<file path="src/sv/rrtt_pkg.sv">
package rrtt_pkg;

  // Table geometry
  localparam int SLOT_COUNT = 16;
  localparam int IDX_W      = (SLOT_COUNT > 1) ? $clog2(SLOT_COUNT) : 1;
  localparam int CNT_W      = $clog2(SLOT_COUNT + 1);

  // Field widths
  localparam int KIND_W  = 2;
  localparam int WORD_W  = 32;
  localparam int SLOT_W  = 4;
  localparam int LIVE_W  = 5;
  localparam int IN_TDATA_W  = 96;
  localparam int OUT_TDATA_W = 80;

  // Initial stack frame: align down to 16 bytes, then reserve 15 words
  localparam logic [WORD_W-1:0] SP_ALIGN_MASK = 32'hFFFF_FFF0;
  localparam logic [WORD_W-1:0] FRAME_BYTES   = 32'd60;
  localparam logic [WORD_W-1:0] FIRST_ID      = 32'd1;

  // Event kinds
  typedef enum logic [KIND_W-1:0] {
    K_CREATE = 2'd0,
    K_SWITCH = 2'd1,
    K_EXIT   = 2'd2,
    K_NONE   = 2'd3
  } kind_t;

  // Slot states
  typedef enum logic [1:0] {
    SS_UNUSED  = 2'd0,
    SS_READY   = 2'd1,
    SS_RUNNING = 2'd2,
    SS_DEAD    = 2'd3
  } slot_st_t;

  // Result status codes
  localparam logic ST_DONE = 1'b0;
  localparam logic ST_FAIL = 1'b1;

endpackage

</file>
<file path="src/sv/round_robin_task_table.sv">
// Round-robin task slot table. Each input transfer is one event (create, switch tick or
// exit, in in_tuser) and gives exactly one result transfer with status, new task id,
// stack pointer, running slot and live count. A single slot-state comparator walks the
// table one slot per cycle, so the cost of an event is set by how far the scan runs:
// create and switch scan the table (a switch with a running task first saves its stack
// pointer), while exit, unknown kinds and a create with a zero entry address skip the
// scan. in_tready is low while an event is in work; the result sits in an output
// register, so the next event is taken while the previous result waits, and it
// finishes only once that register is free.
module round_robin_task_table
  import rrtt_pkg::*;
(
  input  logic                   clk,
  input  logic                   rst_n,
  // in_tuser: kind[1:0]
  // in_tdata: entry_address[31:0], stack_top[63:32], current_sp[95:64]
  input  logic                   in_tvalid,
  output logic                   in_tready,
  input  logic [KIND_W-1:0]      in_tuser,
  input  logic [IN_TDATA_W-1:0]  in_tdata,
  // out_tuser: status[0]
  // out_tdata: task_id[31:0], stack_pointer[63:32], running_slot[67:64],
  //            running_valid[68], live_count[73:69], zero fill[79:74]
  output logic                   out_tvalid,
  input  logic                   out_tready,
  output logic                   out_tuser,
  output logic [OUT_TDATA_W-1:0] out_tdata
);

  typedef enum logic [3:0] {
    S_IDLE   = 4'b0001,
    S_SAVE   = 4'b0010,
    S_SCAN   = 4'b0100,
    S_FINISH = 4'b1000
  } state_t;

  state_t                  state_r, state_nxt;
  slot_st_t                slot_st_r [SLOT_COUNT];
  slot_st_t                slot_st_nxt [SLOT_COUNT];
  logic [IDX_W-1:0]        cur_r, cur_nxt;
  logic                    cur_vld_r, cur_vld_nxt;
  logic [WORD_W-1:0]       next_id_r, next_id_nxt;
  logic [CNT_W-1:0]        live_r, live_nxt;

  // Latched event
  kind_t                   kind_r, kind_nxt;
  logic [WORD_W-1:0]       top_r, top_nxt;
  logic [WORD_W-1:0]       sp_r, sp_nxt;

  // Scan control
  logic [IDX_W-1:0]        idx_r, idx_nxt;
  logic [CNT_W-1:0]        cnt_r, cnt_nxt;
  slot_st_t                tgt_r, tgt_nxt;

  // Pending result
  logic                    res_st_r, res_st_nxt;
  logic [WORD_W-1:0]       res_id_r, res_id_nxt;
  logic [WORD_W-1:0]       res_sp_r, res_sp_nxt;
  logic                    use_rd_r, use_rd_nxt;

  // Output register
  logic                    out_vld_r, out_vld_nxt;
  logic                    out_st_r, out_st_nxt;
  logic [OUT_TDATA_W-1:0]  out_data_r, out_data_nxt;

  // Saved stack pointer memory
  logic [WORD_W-1:0]       stack_mem [SLOT_COUNT];
  logic [WORD_W-1:0]       rd_data_r;
  logic                    mem_we;
  logic [IDX_W-1:0]        mem_waddr;
  logic [WORD_W-1:0]       mem_wdata;

  logic [WORD_W-1:0]       init_sp;
  logic [IDX_W-1:0]        idx_inc;
  logic [IDX_W-1:0]        cur_inc;
  logic                    hit;
  logic [WORD_W-1:0]       fin_sp;

  assign init_sp = (top_r & SP_ALIGN_MASK) - FRAME_BYTES;
  assign idx_inc = (idx_r == IDX_W'(SLOT_COUNT - 1)) ? '0 : idx_r + 1'b1;
  assign cur_inc = (cur_r == IDX_W'(SLOT_COUNT - 1)) ? '0 : cur_r + 1'b1;
  assign hit     = (slot_st_r[idx_r] == tgt_r);
  assign fin_sp  = use_rd_r ? rd_data_r : res_sp_r;

  assign in_tready  = (state_r == S_IDLE);
  assign out_tvalid = out_vld_r;
  assign out_tuser  = out_st_r;
  assign out_tdata  = out_data_r;

  // Sequencer
  always_comb begin
    state_nxt   = state_r;
    slot_st_nxt = slot_st_r;
    cur_nxt     = cur_r;
    cur_vld_nxt = cur_vld_r;
    next_id_nxt = next_id_r;
    live_nxt    = live_r;
    kind_nxt    = kind_r;
    top_nxt     = top_r;
    sp_nxt      = sp_r;
    idx_nxt     = idx_r;
    cnt_nxt     = cnt_r;
    tgt_nxt     = tgt_r;
    res_st_nxt  = res_st_r;
    res_id_nxt  = res_id_r;
    res_sp_nxt  = res_sp_r;
    use_rd_nxt  = use_rd_r;
    out_vld_nxt = out_vld_r & ~out_tready;
    out_st_nxt  = out_st_r;
    out_data_nxt = out_data_r;
    mem_we      = 1'b0;
    mem_waddr   = cur_r;
    mem_wdata   = sp_r;

    case (state_r)
      S_IDLE: begin
        if (in_tvalid) begin
          kind_nxt   = kind_t'(in_tuser);
          top_nxt    = in_tdata[63:32];
          sp_nxt     = in_tdata[95:64];
          idx_nxt    = '0;
          cnt_nxt    = '0;
          res_st_nxt = ST_FAIL;
          res_id_nxt = '0;
          res_sp_nxt = '0;
          use_rd_nxt = 1'b0;
          case (kind_t'(in_tuser))
            K_CREATE: begin
              tgt_nxt   = SS_UNUSED;
              state_nxt = (in_tdata[31:0] == '0) ? S_FINISH : S_SCAN;
            end
            K_SWITCH: begin
              tgt_nxt   = SS_READY;
              state_nxt = cur_vld_r ? S_SAVE : S_SCAN;
            end
            K_EXIT: begin
              if (cur_vld_r && slot_st_r[cur_r] != SS_DEAD) begin
                slot_st_nxt[cur_r] = SS_DEAD;
                if (live_r != '0) live_nxt = live_r - 1'b1;
                res_st_nxt = ST_DONE;
              end
              state_nxt = S_FINISH;
            end
            default: begin
              state_nxt = S_FINISH;
            end
          endcase
        end
      end

      // store the interrupted pointer, requeue the running slot
      S_SAVE: begin
        mem_we    = 1'b1;
        mem_waddr = cur_r;
        mem_wdata = sp_r;
        if (slot_st_r[cur_r] == SS_RUNNING) slot_st_nxt[cur_r] = SS_READY;
        idx_nxt   = cur_inc;
        state_nxt = S_SCAN;
      end

      // one slot per cycle
      S_SCAN: begin
        if (hit) begin
          res_st_nxt = ST_DONE;
          state_nxt  = S_FINISH;
          if (kind_r == K_CREATE) begin
            mem_we    = 1'b1;
            mem_waddr = idx_r;
            mem_wdata = init_sp;
            slot_st_nxt[idx_r] = SS_READY;
            res_id_nxt  = next_id_r;
            res_sp_nxt  = init_sp;
            next_id_nxt = next_id_r + 1'b1;
            live_nxt    = live_r + 1'b1;
          end else begin
            slot_st_nxt[idx_r] = SS_RUNNING;
            cur_nxt     = idx_r;
            cur_vld_nxt = 1'b1;
            use_rd_nxt  = 1'b1;
          end
        end else if (cnt_r == CNT_W'(SLOT_COUNT - 1)) begin
          res_sp_nxt = (kind_r == K_CREATE) ? '0 : sp_r;
          state_nxt  = S_FINISH;
        end else begin
          idx_nxt = idx_inc;
          cnt_nxt = cnt_r + 1'b1;
        end
      end

      // hand the result to the output register once it is free
      S_FINISH: begin
        if (!out_vld_r || out_tready) begin
          out_vld_nxt  = 1'b1;
          out_st_nxt   = res_st_r;
          out_data_nxt = {6'd0, LIVE_W'(live_r), cur_vld_r,
                          cur_vld_r ? SLOT_W'(cur_r) : SLOT_W'(0),
                          fin_sp, res_id_r};
          state_nxt    = S_IDLE;
        end
      end

      default: begin
        state_nxt = S_IDLE;
      end
    endcase
  end

  // Control state
  always_ff @(posedge clk) begin
    if (!rst_n) begin
      state_r   <= S_IDLE;
      cur_r     <= '0;
      cur_vld_r <= 1'b0;
      next_id_r <= FIRST_ID;
      live_r    <= '0;
      out_vld_r <= 1'b0;
      for (int i = 0; i < SLOT_COUNT; i++) slot_st_r[i] <= SS_UNUSED;
    end else begin
      state_r   <= state_nxt;
      cur_r     <= cur_nxt;
      cur_vld_r <= cur_vld_nxt;
      next_id_r <= next_id_nxt;
      live_r    <= live_nxt;
      out_vld_r <= out_vld_nxt;
      slot_st_r <= slot_st_nxt;
    end
  end

  // Payload
  always_ff @(posedge clk) begin
    kind_r     <= kind_nxt;
    top_r      <= top_nxt;
    sp_r       <= sp_nxt;
    idx_r      <= idx_nxt;
    cnt_r      <= cnt_nxt;
    tgt_r      <= tgt_nxt;
    res_st_r   <= res_st_nxt;
    res_id_r   <= res_id_nxt;
    res_sp_r   <= res_sp_nxt;
    use_rd_r   <= use_rd_nxt;
    out_st_r   <= out_st_nxt;
    out_data_r <= out_data_nxt;
  end

  // Stack memory: one write port, one registered read at the scan index
  always_ff @(posedge clk) begin
    if (mem_we) stack_mem[mem_waddr] <= mem_wdata;
    rd_data_r <= stack_mem[idx_r];
  end

endmodule

</file>
<file path="config.mk">
export PLATFORM = sky130hd
export DESIGN_NAME = round_robin_task_table
export DESIGN_NICKNAME = d
export VERILOG_FILES = /design/src/sv/rrtt_pkg.sv /design/src/sv/round_robin_task_table.sv
export SDC_FILE = /design/constraint.sdc
export NUM_CORES = 1
export LEC_CHECK = 0
export BUFFER_PORTS_ARGS = -buffer_cell sky130_fd_sc_hd__buf_2
export CAP_MARGIN = 20
export CORE_UTILIZATION = 35
export DETAILED_ROUTE_END_ITERATION = 6
export MAX_ROUTING_LAYER = met4
export PLACE_DENSITY = 0.6
export SYNTH_ARGS = -nofsm -noshare
export SYNTH_HDL_FRONTEND = slang
export SYNTH_SLANG_ARGS = --single-unit
</file>
<file path="constraint.sdc">
create_clock -name clk -period 7.3 [get_ports clk]
set_clock_uncertainty 0.2 [all_clocks]
set_input_delay 0 -clock clk [delete_from_list [all_inputs] [get_ports clk]]
set_output_delay 0 -clock clk [all_outputs]
set_load 0.1 [all_outputs]
</file>
# Word level (Yosys, flattened, before mapping)
# Memories as Yosys holds them, arrays and structs flattened. A register that Yosys moved wholly into a read port is not among the register bits.
# Cells that the tools add are included.
# Widths: inputs -> output; s select.
# word_totals
regBits	297
latchBits	0
ram_bits	512
romBits	0
in_bits	102
out_inout_bits	83
word_cells	188
mem_count	1
# mem_list
name	words	word_bits	read_ports	rd_ports_with_merged_regs	wr	line_no	source
stack_mem	16	32	1	1	1	round_robin_task_table.sv:67	logic [WORD_W-1:0] stack_mem [SLOT_COUNT];
# classes
n_addsub	7
n_mul	0
div_mod_pow	0
order_cmp	4
eq_ne	25
shifts	0
n_mux	75
bitwise	15
reduce_logical	26
# ops
op	n
$mux 32	17
$pmux 32 s2	2
$pmux 32 s3	1
$mux 4	13
$and 16x16->16	3
$not 16->16	3
$or 16x16->16	3
$mux 5	9
$add 32x1->32 const B	1
$logic_not 32->1	1
$or 32x32->32	1
$sub 32x6->32 const B	1
$pmux 5 s2	2
$reduce_and 4->1	5
$ne 2x2->1 const B	9
$bmux 2 s4	2
$demux 2 s4	2
$pmux 4 s4	1
$reduce_and 3->1	5
$mux 1	13
$eq 4x4->1 const B	3
$mux 2	6
$pmux 4 s3	1
$add 5x1->5 const B	2
other kinds (30)	46

# Longest topological paths before layout
# Gate-level depths: netlist of run 1.
# depth
depth_word	10
mapped_depth	11

# Worst setup path before layout of run 1
# No wires, ideal clock.
# synth_path
kind	register -> register
start	register idx_r[0]
end	register res_sp_r[0], enable pin
setup_ps	474
arrival_ps	4620
required_time_ps	6626
slack_ps	2006
stages_incl_launch_ff	9
n_path_buf	3
synth_period_minus_slack_ps	5294
path_cell_list	edfxtp_1 > buf_4 > buf_6 > mux4_2 > xnor2_2 > a221oi_4 > nor2_4 > clkbuf_1 > a221oi_1
# synth_via
elab_chain_len	7
# synth_rtl
item	line_no	source
from (decl)	round_robin_task_table.sv:51	logic [IDX_W-1:0] idx_r, idx_nxt;
from (signal assigned)	round_robin_task_table.sv:234	idx_r <= idx_nxt;
$not 4->5 (not written as such) (*)	round_robin_task_table.sv:82	assign hit = (slot_st_r[idx_r] == tgt_r);
$bmux 2 s4 (*)	round_robin_task_table.sv:82	
$mux 2 (not written as such) (*) (2 in series)	round_robin_task_table.sv:82	
$eq 2x2->1 (*)	round_robin_task_table.sv:82	
$ne 3x3->1 (no line)	-	
$reduce_and 4->1 (no line) (*)	-	
to (signal assigned)	round_robin_task_table.sv:239	res_sp_r <= res_sp_nxt;
to (decl)	round_robin_task_table.sv:58	logic [WORD_W-1:0] res_sp_r, res_sp_nxt;
# Every way passes the cells marked *; elsewhere a longest branch is shown, timed or not. The select of a mux whose other input is x is not followed.
# A chain may end at the register's enable or synchronous reset.

# Final worst setup path of run 1
# layout_path
start	register idx_r[0]
end	memory stack_mem[15][7], enable pin
# layout_via
elab_chain_len	9
# layout_rtl
item	line_no	source
$not 4->5 (not written as such)	round_robin_task_table.sv:82	
$bmux 2 s4	round_robin_task_table.sv:82	
$mux 2 (not written as such) (2 in series)	round_robin_task_table.sv:82	
$eq 2x2->1	round_robin_task_table.sv:82	
$mux 1	round_robin_task_table.sv:163	if (hit) begin
$pmux 1 s2	round_robin_task_table.sv:115	case (state_r)
$mux 1	round_robin_task_table.sv:247	if (mem_we) stack_mem[mem_waddr] <= mem_wdata;
$mux 1 (not written as such)	round_robin_task_table.sv:247	
to (decl)	round_robin_task_table.sv:67	
# Parallel ways exist; a longest one is shown, timed or not. The select of a mux whose other input is x is not followed.

==> impl_metrics.csv, run 1 <==
group,metric,value,unit
die,rows,112,
placement,dpl_worst_slack,1910,ps
global_routing,grt.overflow.total,0,
worst_setup_path,critical_path.max_fanout,20,
placement,dp_hpwl,48.4,mm
yosys,synth.yosys.seq_area_share,72.4,%
timing,setup_ws,1920,ps
timing,finalSetupTns,0,ps
route,drt.antenna.violating_nets,0,
timing,timing.max_slew.rel_slack,27.2,%
timing,tcrit_tclk_final,73.7,%
worst_setup_path,critical_path.most_common_cell,"buf_4",
route,vias,18800,
route,routed_wirelength,82.9,mm
cts,clk_transition_reported_paths,60,ps
power,power.density_cell_area,284,nW/µm²
die,initial_utilization,35.4,%
global_routing,grt_max_degree,70,
timing,setup_viol,0,
timing,rsz_0062_raised_after_global_routing,"false",
global_routing,groute.layer.met1.usage,24.1,%
global_routing,use_met3,2.98,%
timing,max_slew.worst_pin.slew,1090,ps
layout,num-nets-final,2332,
power,vdd_ir_drop_max,0.219,mV
global_routing,grt_antenna_before_repair,4,
layout,drive_above_1_share,27.3,%
outcome,run_status,"finished clean",
yosys,dominantRegCellSynth,"edfxtp_1",
yosys,yosysUniqueCellTypes,73,
yosys,synth_seq_cells,836,
worst_setup_path,cp_top_family,"simple AND/OR/NAND/NOR gates",
job,timing.max_cap.violations,0,
yosys,synth_enable_flop_cells,725,
worst_setup_path,startpoint_of_the_worst_register_to_register_path,"idx_r[0]$_DFFE_PP_",
route,firstDrtPassIters,6,
global_routing,grtUsageMet2,28.1,%
worst_setup_path,category_of_the_worst_setup_path_capture_point,"register",
global_routing,first_global_vias,19100,
die,design.core.area,93600,µm²
worst_setup_path,crit_path_start_kind,"register",
route,routedWlPerCell,23.4,µm
die,die-area,95900,µm²
timing,fmax,186,MHz
worst_setup_path,crit_path_slowest_cell,"nor2_4",
worst_setup_path,cp_slowest_stage_delay,910,ps
cts,cts_root_buf,"clkbuf_16",
layout,num_antenna_cells,0,
worst_setup_path,r2r_cells,8,
die,dieHeight,310,µm
global_routing,global_route.peak_usage_layer,"met2",
worst_setup_path,classification_of_the_worst_setup_path,"register to register",
placement,numPortBuffers,174,
layout,areaGrowthSynthToFinish,20.9,%
cts,tritoncts,"yes",
global_routing,globalRouteTotalUtil,17.9,%
route,detail_route.iter0.violations,1855,
yosys,asyncSetResetFlopFracSynth,0,%
yosys,yosys_warnings,0,
cts,cts_sinks,836,
worst_hold_path,path_category_of_the_worst_min_delay_check,"input pin to register",
yosys,yosysMostFrequentCell,"edfxtp_1",
worst_setup_path,timing.reg2reg.setup_slack,1920,ps
yosys,syn_area,33100,µm²
worst_setup_path,cp_num_buf_inv,2,
worst_setup_path,critical_path.startpoint,"idx_r[0]$_DFFE_PP_",
die,die_width,310,µm
yosys,yosys.area.top_type_share,65.7,%
worst_setup_path,cp.depth,8,
yosys,synth.largest_area_cell,"edfxtp_1",
cts,cts_inserted_buffers,87,
power,p_leak,0.0131,µW
worst_setup_path,crit-reg2reg-capture,"stack_mem[15][7]$_DFFE_PP_",
worst_setup_path,crit_path_cell_trace,"mux4_2 -> xnor2_1 -> a221oi_4 -> nor3_4 -> buf_4 -> a32oi_1 -> nor2_4 -> buf_4",
worst_setup_path,timing.critical_path.required,7440,ps
cts,clkLatencyLatePin,670,ps
worst_setup_path,worst_ep_arrival_time,5520,ps
yosys,synth_commonest_cells,"edfxtp_1 (725), mux4_2 (174), nor2_1 (116), dfxtp_1 (111), nand2_1 (80)",
placement,place.gp.congestion,0.906,
global_routing,grt_pass1_wl,122,mm
worst_setup_path,worst_setup_path_endpoint,"stack_mem[15][7]$_DFFE_PP_",
route,route.detailed.drc,0,
timing,drv_slew,0,
yosys,yosys-top-cells-area,"edfxtp_1 (66%), mux4_2 (12%), dfxtp_1 (6.7%), nor2_1 (1.3%), mux2_2 (1.1%)",
die,design.portCount,185,
timing,finalHoldViolations,0,
route,vias_per_cell,5.29,
cts,count_of_h_tree_levels_built_during_cts,3,
yosys,synthesis.area_per_instance,17.7,µm²
timing,time_the_worst_path_needs_with_i_o_delays_and_setup,5380,ps
cts,clockBufferDepth,3,
yosys,synth_cells,1871,
==> layout make-up <==
class	instances	area, µm²
fill	8143	53500
multi-input combinational	907	8740
sequential	836	24000
inverter	22	82.6
clock inverter	54	737
clock buffer	110	2360
timing repair buffer	360	2600
tap	1254	1570
==> worst register-to-register path, cell delays in order (launching register included) <==
cell      delay [ps]
edfxtp_1         780
mux4_2           620
xnor2_1          240
a221oi_4         180
nor3_4           890
buf_4            420
a32oi_1          400
nor2_4           910
buf_4            420
==> how the worst min path moves through the flow <==
stage / startpoint / end / slack [ps] / cells after the start
3_3_place_gp: in_tdata[93] / sp_r[29]$_DFFE_PP_ / -20 / 1
4_1_cts: out_tready / out_tvalid$_SDFF_PN0_ / 30 / 5
2_1_floorplan: in_tuser[0] / kind_r[0]$_DFFE_PP_ / -100 / 0
6_report: out_tready / out_tvalid$_SDFF_PN0_ / 70 / 5
5_1_grt: in_tuser[1] / tgt_r[0]$_DFFE_PP_ / 120 / 3
3_5_place_dp: in_tdata[40] / top_r[8]$_DFFE_PP_ / -20 / 1
==> power breakdown <==
group	total (µW)	switching, µW	internal, µW
Combinational	1130	685	441
Sequential	5530	91.5	5440
Clock	4710	1910	2790
==> cell families (layout without fill, tap and decap cells) <==
kind of cell / after synthesis / in the layout / share of synthesized area, %
buf+inv: 133 / 546 / 1.79
xor+xnor: 62 / 62 / 1.66
other cells: 1 / 6 / 0.0113
simple gates: 406 / 406 / 6.24
compound gates: 208 / 208 / 4.20
flops: 836 / 836 / 72.4
fa+ha+maj: 16 / 16 / 0.627
mux: 209 / 209 / 13.1
==> cells in the final DEF, fill, tap and decap left out, types with 10 or more instances in the layout <==
cell type / count
a21oi_1: 64
mux4_2: 174
nand4_1: 20
nand2_1: 79
buf_4: 53
dfxtp_1: 111
bufinv_16: 13
buf_2: 174
xor2_1: 31
inv_1: 20
clkbuf_8: 10
dlygate4sd3_1: 132
a31oi_1: 17
nor2_1: 99
nor2_4: 18
o221a_2: 13
ha_1: 15
o21ai_0: 44
edfxtp_1: 725
nor3_1: 23
or3_1: 13
clkinv_1: 14
and2_1: 50
clkbuf_1: 13
mux2_2: 32
clkbuf_16: 87
nand3_1: 28
clkinv_2: 12
nor4_1: 17
xnor2_1: 30
==> sequential cells by signal, summed over array words and instances, names as in the netlist <==
register / flops
stack_mem: 512
out_tdata: 74
next_id_r: 32
rd_data_r: 32
res_id_r: 32
res_sp_r: 32
slot_st_r: 32
sp_r: 32
top_r: 28
cnt_r: 5
live_r: 5
cur_r: 4
idx_r: 4
state_r: 4
kind_r: 2
cur_vld_r: 1
out_tuser: 1
out_tvalid: 1
res_st_r: 1
tgt_r: 1
use_rd_r: 1
==> stage by stage <==
stage | cells | hold slack (ps) | power (µW) | area [µm²] | utilization [%]
floorplan | 1876 | -101 | 6340 | 33200 | -
global placement | 3237 | -22.2 | 6680 | 35600 | 38.0
detailed placement | 3238 | -21.8 | 6700 | 35600 | 38.0
CTS | 3534 | 33.0 | 11500 | 40000 | 42.7
global route | 3543 | 117 | 11700 | 40100 | 42.8
finish | 3543 | 65.6 | 11400 | 40100 | 42.8
==> repair_timing <==
| action | 4_1_cts | 5_1_grt |
|---|---|---|
| buffers inserted | 0 | 0 |
| gates resized for setup | 0 | 0 |
| hold endpoints to repair | 118 | 0 |
| hold buffers | 132 | 0 |
==> routing by layer <==
layer,routed length (µm),up-vias
met4,2030,0
met3,6170,171
met1,35500,9537
met2,39200,911
li1,-,8141
met5,0,-
No activity file was read; power rests on OpenSTA's default activity.
==> run 2: changes to the inputs <==
clock period = 5.4 ns   (was 7.3 ns; I/O delays follow)
==> run 2 against run 1 <==
Against the previous run: total power increased by 34%; critical path type unchanged; cell area rose by 0.33%; maximum frequency up 24%; hold slack gained 7.4 ps; combinational power rose by 35%; sequential share of layout area down 0.20 points; worst setup slack got worse by 870 ps; first-iteration DRC count down 10%; core utilization increased by 0.14 points; cell count grew 0.28%; routed wire length up 0.78%; register-to-register slack lost 870 ps.
==> impl_metrics.csv, run 2 (synthesis gave the netlist of run 1 again) <==
group,metric,value,unit
worst_hold_path,path_category_of_the_worst_min_delay_check,"input pin to register",
layout,largest_reg_flops,512,
cts,count_of_h_tree_levels_built_during_cts,3,
power,vdd_ir_drop_max,0.242,mV
timing,finalSetupTns,0,ps
cts,tritoncts,"yes",
die,die_width,310,µm
global_routing,grt_pass1_wl,123,mm
worst_setup_path,crit_path_cell_trace,"mux4_2 -> xnor2_1 -> a221oi_4 -> nor3_4 -> a32oi_1 -> nor2_4 -> buf_4",
worst_setup_path,crit_path_start_kind,"register",
die,dieHeight,310,µm
job,timing.max_cap.violations,0,
die,rows,112,
timing,setup_viol,0,
timing,tcrit_tclk_final,80.5,%
cts,clkLatencyLatePin,660,ps
route,drt.antenna.violating_nets,0,
layout,num-nets-final,2341,
timing,max_slew.worst_pin.slew,1050,ps
timing,finalHoldViolations,0,
timing,timing.max_slew.rel_slack,30.2,%
layout,number_of_fill_cells_in_the_layout,8169,
worst_setup_path,cp_slowest_stage_delay,790,ps
worst_setup_path,timing.critical_path.required,5480,ps
worst_setup_path,classification_of_the_worst_setup_path,"register to register",
layout,areaGrowthSynthToFinish,21.3,%
power,p_leak,0.0131,µW
die,initial_utilization,35.4,%
placement,numPortBuffers,174,
power,power.density_cell_area,380,nW/µm²
layout,num_antenna_cells,0,
die,die-area,95900,µm²
route,vias_per_cell,5.33,
route,routedWlPerCell,23.5,µm
timing,rsz_0062_raised_after_global_routing,"false",
cts,clk_transition_reported_paths,60,ps
die,design.core.area,93600,µm²
global_routing,grt.overflow.total,0,
global_routing,globalRouteTotalUtil,18.0,%
timing,drv_slew,0,
global_routing,grt_antenna_before_repair,1,
layout,final_core_utilization,43.0,%
layout,drive_above_1_share,27.8,%
layout,top_register,"stack_mem",
die,design.portCount,185,
worst_setup_path,category_of_the_worst_setup_path_capture_point,"register",
route,detail_route.iter0.violations,1662,
cts,cts_sinks,836,
timing,time_the_worst_path_needs_with_i_o_delays_and_setup,4350,ps
placement,dp_hpwl,48.4,mm
worst_setup_path,worst_ep_arrival_time,4430,ps
placement,place.gp.congestion,0.893,
route,routed_wirelength,83.5,mm
route,firstDrtPassIters,6,
global_routing,first_global_vias,19100,
cts,post_cts_resized,0,
worst_setup_path,crit_path_slowest_cell,"edfxtp_1",
cts,cts_root_buf,"clkbuf_16",
cts,clockBufferDepth,3,
cts,cts_inserted_buffers,88,
outcome,run_status,"finished clean",
layout,layout_common_cells,"edfxtp_1 (725), mux4_2 (174), buf_2 (174)",
layout,mostFrequentLayoutCell,"edfxtp_1",
route,route.detailed.drc,0,
worst_setup_path,timing.reg2reg.setup_slack,1050,ps
timing,fmax,230,MHz
route,vias,18900,
global_routing,grt_max_degree,65,
worst_setup_path,critical_path.max_fanout,22,
## run 2: area by class of cell
| class | instances | area (µm²) | area share (%) |
|---|---|---|---|
| Timing Repair Buffer | 368 | 2790 | 6.94 |
| Multi-Input combinational cell | 907 | 8730 | 21.7 |
| Clock inverter | 50 | 591 | 1.47 |
| Sequential cell | 836 | 24000 | 59.7 |
| Inverter | 22 | 82.6 | 0.205 |
| Tap cell | 1254 | 1570 | 3.90 |
| Clock buffer | 116 | 2460 | 6.12 |
## run 2: per-stage QoR
step	hold slack, ps	cells	cell area (µm²)	total power, µW	setup slack [ps]
detailed placement	-21.9	3246	35800	9050	1040
CTS	23.0	3544	40100	15400	1010
floorplan	-101	1876	33200	8570	106
global route	78.7	3553	40200	15700	755
finish	73.0	3553	40200	15300	1050
global placement	-22.5	3246	35800	9020	1110
## run 2: final timing paths
path | depth (start not counted) | startpoint | to
worst max-delay path | 7 | idx_r[0]$_DFFE_PP_ | stack_mem[12][10]$_DFFE_PP_
worst min-delay path | 5 | out_tready | out_tvalid$_SDFF_PN0_
worst max register to register | 7 | idx_r[0]$_DFFE_PP_ | stack_mem[12][10]$_DFFE_PP_
worst min register to register | 0 | res_id_r[17]$_SDFFCE_PN0P_ | out_tdata[17]$_DFFE_PP_
## run 2: what timing repair did
item                                   CTS  global route
hold buffers                           132             0
buffers inserted                         0             0
endpoints found under the hold margin  127             0
## run 2: power by group
| group | total (µW) | internal [µW] | switching (µW) |
|---|---|---|---|
| registers | 7470 | 7350 | 117 |
| logic | 1530 | 606 | 926 |
| clock network | 6260 | 3650 | 2620 |
## run 2: worst max-delay path: cells and delay by family (launching register included)
kind | cells | cell delay [ps]
buffers and inverters | 1 | 510
DFF | 1 | 790
xor gates and xnor gates | 1 | 240
and+or+nand+nor | 2 | 1020
AOI/OAI and AO/OA | 2 | 580
muxes | 1 | 600
## run 2: layer usage
metal	wire (µm)	vias to the layer above	share of wire [%]	track usage, %
met5	0	-	0	-
met4	1770	0	2.1	4.54
met3	6240	159	7.5	3.35
met2	40500	878	49	29.0
met1	35000	9715	42	23.5
li1	-	8179	-	-
